### config.mk
export PLATFORM = sky130hd
export DESIGN_NAME = spi_adc_channel_read_sequencer
export DESIGN_NICKNAME = d
export VERILOG_FILES = /design/src/sadc_pkg.sv /design/src/spi_adc_channel_read_sequencer.sv
export SDC_FILE = /design/constraint.sdc
export NUM_CORES = 1
export LEC_CHECK = 0
export BUFFER_PORTS_ARGS = -buffer_cell sky130_fd_sc_hd__buf_4
export CORE_ASPECT_RATIO = 0.9
export CORE_UTILIZATION = 55
export DETAILED_ROUTE_END_ITERATION = 10
export PLACE_DENSITY = 0.74
export SLEW_MARGIN = 20
export SYNTH_ARGS = -nofsm -noshare
export SYNTH_HDL_FRONTEND = slang
export SYNTH_SLANG_ARGS = --single-unit
export TNS_END_PERCENT = 5
### constraint.sdc
create_clock -name clk -period 3.6 [get_ports clk]
set_input_delay 0.36 -clock clk [delete_from_list [all_inputs] [get_ports clk]]
set_output_delay 0.36 -clock clk [all_outputs]
set_load 0.02 [all_outputs]
### src/sadc_pkg.sv
// shared types and constants for the serial adc channel read sequencer
package sadc_pkg;

    localparam int COMMAND_BITS = 6;
    localparam int SAMPLE_BITS  = 12;
    localparam int LED_BITS     = 10;
    localparam int WAIT_BITS    = 16;
    localparam int CFG_IDX_BITS = 3;

    localparam logic [CFG_IDX_BITS-1:0] REG_SETUP_WAIT   = 3'd0;
    localparam logic [CFG_IDX_BITS-1:0] REG_SELECT_PULSE = 3'd1;
    localparam logic [CFG_IDX_BITS-1:0] REG_CONVERT_WAIT = 3'd2;
    localparam logic [CFG_IDX_BITS-1:0] REG_COMMAND_CH0  = 3'd3;
    localparam logic [CFG_IDX_BITS-1:0] REG_COMMAND_CH1  = 3'd4;

    localparam logic [WAIT_BITS-1:0]    SETUP_WAIT_RESET   = 16'd200;
    localparam logic [WAIT_BITS-1:0]    SELECT_PULSE_RESET = 16'd20;
    localparam logic [WAIT_BITS-1:0]    CONVERT_WAIT_RESET = 16'd1000;
    localparam logic [COMMAND_BITS-1:0] COMMAND_CH0_RESET  = 6'h22;
    localparam logic [COMMAND_BITS-1:0] COMMAND_CH1_RESET  = 6'h32;

    typedef struct packed {
        logic channel_switch;
        logic data_out_pin;
    } tick_t;

    typedef struct packed {
        logic                   serial_clock;
        logic                   chip_select;
        logic                   data_in_pin;
        logic                   sample_done;
        logic [SAMPLE_BITS-1:0] sample_value;
        logic [LED_BITS-1:0]    led_value;
        logic                   active_channel;
    } result_t;

endpackage

### src/spi_adc_channel_read_sequencer.sv
// serial adc read sequencer: command frame, waits, select pulse, read frame
//
//  channel   | direction | handshake             | payload
//  ----------+-----------+-----------------------+----------------------------
//  tick      | in        | tick_valid/tick_stall | channel switch, data-out pin
//  result    | out       | result_valid/_stall   | pins, sample, leds, channel
//  config    | in        | cfg_write             | cfg_index, cfg_data
//
// one tick is taken per cycle unless stalled; its result appears in the output
// register on the next cycle. the sequencer state advances as the tick is taken.
// reset puts the sequencer at the start of a command frame, registers at defaults.
// tick_stall is raised only while a result is held and the receiver stalls.
module spi_adc_channel_read_sequencer
    import sadc_pkg::*;
#(
    parameter int FRAME_BITS = 12
) (
    input  logic                    clk,
    input  logic                    rst_n,
    input  logic                    tick_valid,
    output logic                    tick_stall,
    input  tick_t                   tick,
    output logic                    result_valid,
    input  logic                    result_stall,
    output result_t                 result,
    input  logic                    cfg_write,
    input  logic [CFG_IDX_BITS-1:0] cfg_index,
    input  logic [WAIT_BITS-1:0]    cfg_data
);

    localparam int BIT_W = $clog2(FRAME_BITS);
    localparam logic [BIT_W-1:0] LAST_BIT = BIT_W'(FRAME_BITS - 1);

    typedef enum logic [2:0] {
        PH_CMD,
        PH_SETUP,
        PH_SELECT,
        PH_CONVERT,
        PH_READ
    } phase_t;

    logic [WAIT_BITS-1:0]    setup_wait_reg, select_pulse_reg, convert_wait_reg;
    logic [COMMAND_BITS-1:0] command_ch0_reg, command_ch1_reg;

    phase_t                  phase_reg, phase_next;
    logic [BIT_W-1:0]        bit_index_reg, bit_index_next;
    logic                    clock_high_reg, clock_high_next;
    logic [WAIT_BITS-1:0]    wait_count_reg, wait_count_next;
    logic [COMMAND_BITS-1:0] command_word_reg, command_word_next;
    logic [SAMPLE_BITS-1:0]  shift_in_reg, shift_in_next;
    logic [SAMPLE_BITS-1:0]  held_sample_reg, held_sample_next;
    logic                    channel_latch_reg, channel_latch_next;

    logic                    result_valid_reg;
    result_t                 result_reg, result_next;

    logic                    accept;
    logic                    do_enter;
    phase_t                  enter_from;
    logic [WAIT_BITS-1:0]    wait_dec;
    logic [FRAME_BITS-1:0]   frame_word;

    assign tick_stall   = result_valid_reg & result_stall;
    assign accept       = tick_valid & ~tick_stall;
    assign result_valid = result_valid_reg;
    assign result       = result_reg;

    always_comb
    begin
        phase_next         = phase_reg;
        bit_index_next     = bit_index_reg;
        clock_high_next    = clock_high_reg;
        wait_count_next    = wait_count_reg;
        command_word_next  = command_word_reg;
        shift_in_next      = shift_in_reg;
        held_sample_next   = held_sample_reg;
        channel_latch_next = channel_latch_reg;
        do_enter           = 1'b0;
        enter_from         = PH_SETUP;
        wait_dec           = '0;
        frame_word         = '0;

        result_next = '0;

        case (phase_reg)
            PH_CMD, PH_READ:
            begin
                // channel and command are taken on the first tick of a frame
                if (phase_reg == PH_CMD && bit_index_reg == '0 && !clock_high_reg)
                begin
                    channel_latch_next = tick.channel_switch;
                    command_word_next  = tick.channel_switch ? command_ch1_reg
                                                             : command_ch0_reg;
                end
                frame_word = FRAME_BITS'(command_word_next) << (FRAME_BITS - COMMAND_BITS);
                result_next.data_in_pin = frame_word[LAST_BIT - bit_index_reg];
                if (!clock_high_reg)
                begin
                    result_next.serial_clock = 1'b1;
                    if (phase_reg == PH_READ)
                    begin
                        shift_in_next = {shift_in_reg[SAMPLE_BITS-2:0], tick.data_out_pin};
                    end
                    clock_high_next = 1'b1;
                end
                else
                begin
                    clock_high_next = 1'b0;
                    if (bit_index_reg == LAST_BIT)
                    begin
                        if (phase_reg == PH_READ)
                        begin
                            held_sample_next        = shift_in_reg;
                            result_next.sample_done = 1'b1;
                            phase_next              = PH_CMD;
                            bit_index_next          = '0;
                        end
                        else
                        begin
                            do_enter   = 1'b1;
                            enter_from = PH_SETUP;
                        end
                    end
                    else
                    begin
                        bit_index_next = bit_index_reg + 1'b1;
                    end
                end
            end
            PH_SETUP, PH_SELECT, PH_CONVERT:
            begin
                result_next.chip_select = (phase_reg == PH_SELECT);
                wait_dec        = (wait_count_reg == '0) ? '0 : wait_count_reg - 1'b1;
                wait_count_next = wait_dec;
                if (wait_dec == '0)
                begin
                    do_enter = 1'b1;
                    case (phase_reg)
                        PH_SETUP:   enter_from = PH_SELECT;
                        PH_SELECT:  enter_from = PH_CONVERT;
                        default:    enter_from = PH_READ;
                    endcase
                end
            end
            default:
            begin
                phase_next      = PH_CMD;
                bit_index_next  = '0;
                clock_high_next = 1'b0;
            end
        endcase

        // phase entry, zero-length waits fall through to the next phase
        if (do_enter)
        begin
            bit_index_next  = '0;
            clock_high_next = 1'b0;
            if (enter_from == PH_SETUP && setup_wait_reg != '0)
            begin
                phase_next      = PH_SETUP;
                wait_count_next = setup_wait_reg;
            end
            else if ((enter_from inside {PH_SETUP, PH_SELECT}) && select_pulse_reg != '0)
            begin
                phase_next      = PH_SELECT;
                wait_count_next = select_pulse_reg;
            end
            else if (enter_from != PH_READ && convert_wait_reg != '0)
            begin
                phase_next      = PH_CONVERT;
                wait_count_next = convert_wait_reg;
            end
            else
            begin
                phase_next    = PH_READ;
                shift_in_next = '0;
            end
        end

        result_next.sample_value   = held_sample_next;
        result_next.led_value      = held_sample_next[SAMPLE_BITS-1 -: LED_BITS];
        result_next.active_channel = channel_latch_next;
    end

    always_ff @(posedge clk or negedge rst_n)
    begin
        if (!rst_n)
        begin
            setup_wait_reg   <= SETUP_WAIT_RESET;
            select_pulse_reg <= SELECT_PULSE_RESET;
            convert_wait_reg <= CONVERT_WAIT_RESET;
            command_ch0_reg  <= COMMAND_CH0_RESET;
            command_ch1_reg  <= COMMAND_CH1_RESET;
        end
        else if (cfg_write)
        begin
            case (cfg_index)
                REG_SETUP_WAIT:   setup_wait_reg   <= cfg_data;
                REG_SELECT_PULSE: select_pulse_reg <= cfg_data;
                REG_CONVERT_WAIT: convert_wait_reg <= cfg_data;
                REG_COMMAND_CH0:  command_ch0_reg  <= cfg_data[COMMAND_BITS-1:0];
                REG_COMMAND_CH1:  command_ch1_reg  <= cfg_data[COMMAND_BITS-1:0];
                default:          ;
            endcase
        end
    end

    always_ff @(posedge clk or negedge rst_n)
    begin
        if (!rst_n)
        begin
            phase_reg         <= PH_CMD;
            bit_index_reg     <= '0;
            clock_high_reg    <= 1'b0;
            wait_count_reg    <= '0;
            command_word_reg  <= '0;
            shift_in_reg      <= '0;
            held_sample_reg   <= '0;
            channel_latch_reg <= 1'b0;
            result_valid_reg  <= 1'b0;
        end
        else
        begin
            if (accept)
            begin
                phase_reg         <= phase_next;
                bit_index_reg     <= bit_index_next;
                clock_high_reg    <= clock_high_next;
                wait_count_reg    <= wait_count_next;
                command_word_reg  <= command_word_next;
                shift_in_reg      <= shift_in_next;
                held_sample_reg   <= held_sample_next;
                channel_latch_reg <= channel_latch_next;
                result_valid_reg  <= 1'b1;
            end
            else if (!result_stall)
            begin
                result_valid_reg <= 1'b0;
            end
        end
    end

    // result payload, loaded on every taken tick
    always_ff @(posedge clk)
    begin
        if (accept)
        begin
            result_reg <= result_next;
        end
    end

endmodule

==> results by stage <==
Outcome:
- The run finished with clean final reports.

Layout:
- The area growth from synthesis to layout is 17.36%.
- 0 antenna diodes ended up in the layout.
- The ratio of cells with drive above 1 in the final layout is 30.37%.
- The flip-flop count of the largest register after layout is 17.
- The number of nets in the layout is 726.

Yosys:
- The proportion of register bits with asynchronous set or reset after synthesis is 87.22%.
- The cell count after synthesis came out at 641.
- The count of synthesis-stage warnings from yosys is 0.
- The most common cell in the synthesized netlist is sky130_fd_sc_hd__dfrtp_1.
- The commonest cells after synthesis are sky130_fd_sc_hd__dfrtp_1 (100), sky130_fd_sc_hd__nand2_1 (84), sky130_fd_sc_hd__mux2_2 (73), sky130_fd_sc_hd__o21ai_0 (43), sky130_fd_sc_hd__nor2_1 (36).
- In this run, synthesis inferred 17 flip-flops with an integrated enable.
- The sequential element share of the synthesized area is 50.45%.
- Summed over all instances, the cell type with the most area after synthesis is sky130_fd_sc_hd__dfrtp_1.
- Dividing the synthesized area by the synthesized cell count gives 10.62 um2.
- After synthesis, the netlist uses 70 different library cells.
- The top cell type's share of synthesized area is 36.77%.
- The post-synthesis net count is 672.
- The primary flip-flop cell chosen by synthesis mapping is sky130_fd_sc_hd__dfrtp_1.
- The total of flip-flops plus latches after synthesis is 133.
- After synthesis, the cell types taking the most area are sky130_fd_sc_hd__dfrtp_1 (37%), sky130_fd_sc_hd__mux2_2 (12%), sky130_fd_sc_hd__edfxtp_1 (7.5%).
- The synthesized cell area is 6805 um2.

Clock network:
- The count of buffers added by post-CTS timing repair for setup is 0.
- The clock latency on the worst-skew pair is 0.42 ns.
- The tree is rooted in a sky130_fd_sc_hd__clkbuf_16.
- After clock tree synthesis, the clock-pin slew on the worst setup and hold paths is 0.06 ns.
- The total of hold buffers inserted after clock tree synthesis is 0.
- The number of H-tree levels is 4.
- TritonCTS built the clock tree.
- The deepest clock path buffer count is 2.
- The number of CTS-inserted buffers is 17.
- Post-CTS repair changed the size of 0 cells.
- The TritonCTS sink count is 133.

Power and ir drop:
- The maximum VDD drop is 0.0004748 V.
- In this run the static leakage power is 3.395 nW.
- The power density relative to cell area is 536.0 nW/um2.

Floorplanning:
- 55 I/O pins were placed.
- The area of the core region is 12080 um2.
- The initialized floorplan defines 38 standard-cell rows.
- The die is 119.3 um wide.
- The die covers 12820 um2.
- The starting density of the core is 56.35%.
- The die span in y is 107.5 um.

Setup path:
- The worst reg2reg path depth is 9.
- The setup path with the least slack is of type flop to flop.
- The maximum fanout along the worst path is 13.
- In this run the register-to-register setup slack is 0.22 ns.
- The worst setup path is captured at a flop.
- The destination of the worst register-to-register timing path is wait_count_reg[3].
- STA classifies the critical path startpoint as a flop.
- The capturing instance or port of the critical path is wait_count_reg[3].
- The startpoint of the worst register-to-register path is wait_count_reg[8].
- Tracing the worst setup path back leads to its startpoint at wait_count_reg[8].
- Data on the critical path is required at its endpoint by 3.87 ns.
- The data arrival time of the critical path is 3.65 ns.

STA:
- In this run the tightest slew margin relative to its limit is 35.63%.
- The setup TNS after final layout is 0 ns.
- The total count of max-transition violations in the final report is 0.
- The transition at the pin with the smallest max-transition slack is 0.9656 ns.
- Static timing analysis puts the maximum clock frequency at 0.2962 GHz.
- The final period demand of the worst path is 3.377 ns.
- The number of hold violations in the final report is 0.
- Setup repair after global routing left no endpoint under its margin.
- The part of the cycle the worst path needs is 93.80%.
- The post-route worst hold slack is 0.07642 ns.
- Setup violations remaining at the end of the flow were counted as 0.
- The worst clock skew is 0.009622 ns.

Hold path:
- In this run the worst hold path is classified as input pin to asynchronous set/reset pin.

Route:
- The count of routing violations after the opening detailed-route iteration is 540.
- The detailed router placed 5439 vias in this run.
- The first detailed-routing pass took 8 iterations.
- In the routed design, unresolved DRC markers number 0.
- The wire length per cell after detailed routing is 19.25 um.
- The via density per instance is 6.266.
- The count of nets left with antenna violations once routing finished came out at 0.
- For this block, the routed nets add up to 16710 um of wire.

Global routing:
- Entering global routing, the biggest net connects 74 pins.
- The first global-routing pass estimated 27040 um of wire.
- The initial antenna violation count is 0.
- The via count of the first global-routing pass came to 5158.
- Summed over all layers, the global routing overflow is 0.
- The overall fraction of global-route tracks in use is 27.89%.

Placed design:
- The congestion estimate from routability-driven global placement came to 0.9354.
- The post-DP HPWL is 11630 um.
- Input and output buffers added on the ports amount to 54.

Job:
- The number of max-cap violations is 0.
## logic make-up after synthesis
kind of cell	count (synthesis)	share of synthesized area, %
AOI/OAI and AO/OA	153	15.83
xor gates and xnor gates	3	0.3862
adders and majority gates	5	0.9193
buffers and inverters	63	4.302
DFF	133	50.45
muxes	82	13.79
and+or+nand+nor	202	14.32
## how the worst min path moves through the flow
stage	from	end	slack, ns	cells after the start
CTS	rst_n	wait_count_reg[4]	0.13	1
detailed placement	held_sample_reg[7]	held_sample_reg[7]	0.46	2
global route	rst_n	wait_count_reg[12]	0.14	1
finish	rst_n	wait_count_reg[12]	0.08	1
floorplan	rst_n	bit_index_reg[0]	0.06	0
global placement	held_sample_reg[4]	held_sample_reg[4]	0.45	2
## layout by cell type (no fill, tap or decap), drive strengths merged, types with 7 or more instances in the layout
master and n:
nand2 84, o21ai 52, nand4 7, nand3 8
a22o 13, nor4 20, mux2 74, buf 78
dfstp 16, a221oi 7, inv 20, nor3 16
dfrtp 100, nor2 36, clkbuf 25, a21oi 24
edfxtp 17
## critical path: stages (launching register included)
cell,delay (ns)
sky130_fd_sc_hd__dfrtp_1,0.44
sky130_fd_sc_hd__or4_1,0.68
sky130_fd_sc_hd__or3_1,0.41
sky130_fd_sc_hd__or2_1,0.33
sky130_fd_sc_hd__o21a_1,0.24
sky130_fd_sc_hd__o21ai_2,0.21
sky130_fd_sc_hd__a21oi_2,0.08
sky130_fd_sc_hd__buf_4,0.19
sky130_fd_sc_hd__a221oi_1,0.44
sky130_fd_sc_hd__o221ai_1,0.19
## stage by stage
step                      power, mW  utilization, %  instances  area (um2)  setup slack [ns]
after global routing          4.454           66.13        868        7986           0.06865
final                         4.281           66.13        868        7986            0.2233
after global placement        2.517           61.10        836        7378            0.2646
after CTS                     4.286           66.08        868        7980            0.1269
after floorplan               2.304               -        641        6805            0.4229
after detailed placement      2.548           61.10        836        7378            0.1325
## cell type report
type	instances	area, um2
multi-input cells	445	3090
repair buffers	78	585.6
clock inverters	7	95.09
fillers	917	4090
flip-flops and latches	133	3433
well taps	160	200.2
clock buffers	25	506.7
inverters	20	75.07
## per-layer routing
metal | global-route usage [%] | vias up | share of wire (%)
met5 | 0 | - | 0
li1 | - | 2471 | -
met4 | 9.042 | 0 | 1.2
met1 | 39.44 | 2669 | 45
met3 | 8.104 | 24 | 8.9
met2 | 41.28 | 275 | 45
## power by group
part	total [mW]	switching [mW]	internal (mW)
Sequential	1.96	0.206	1.75
Clock	1.74	0.624	1.12
Combinational	0.583	0.302	0.281
Total	4.28	1.13	3.15
Power figures use the tool's default switching activity.
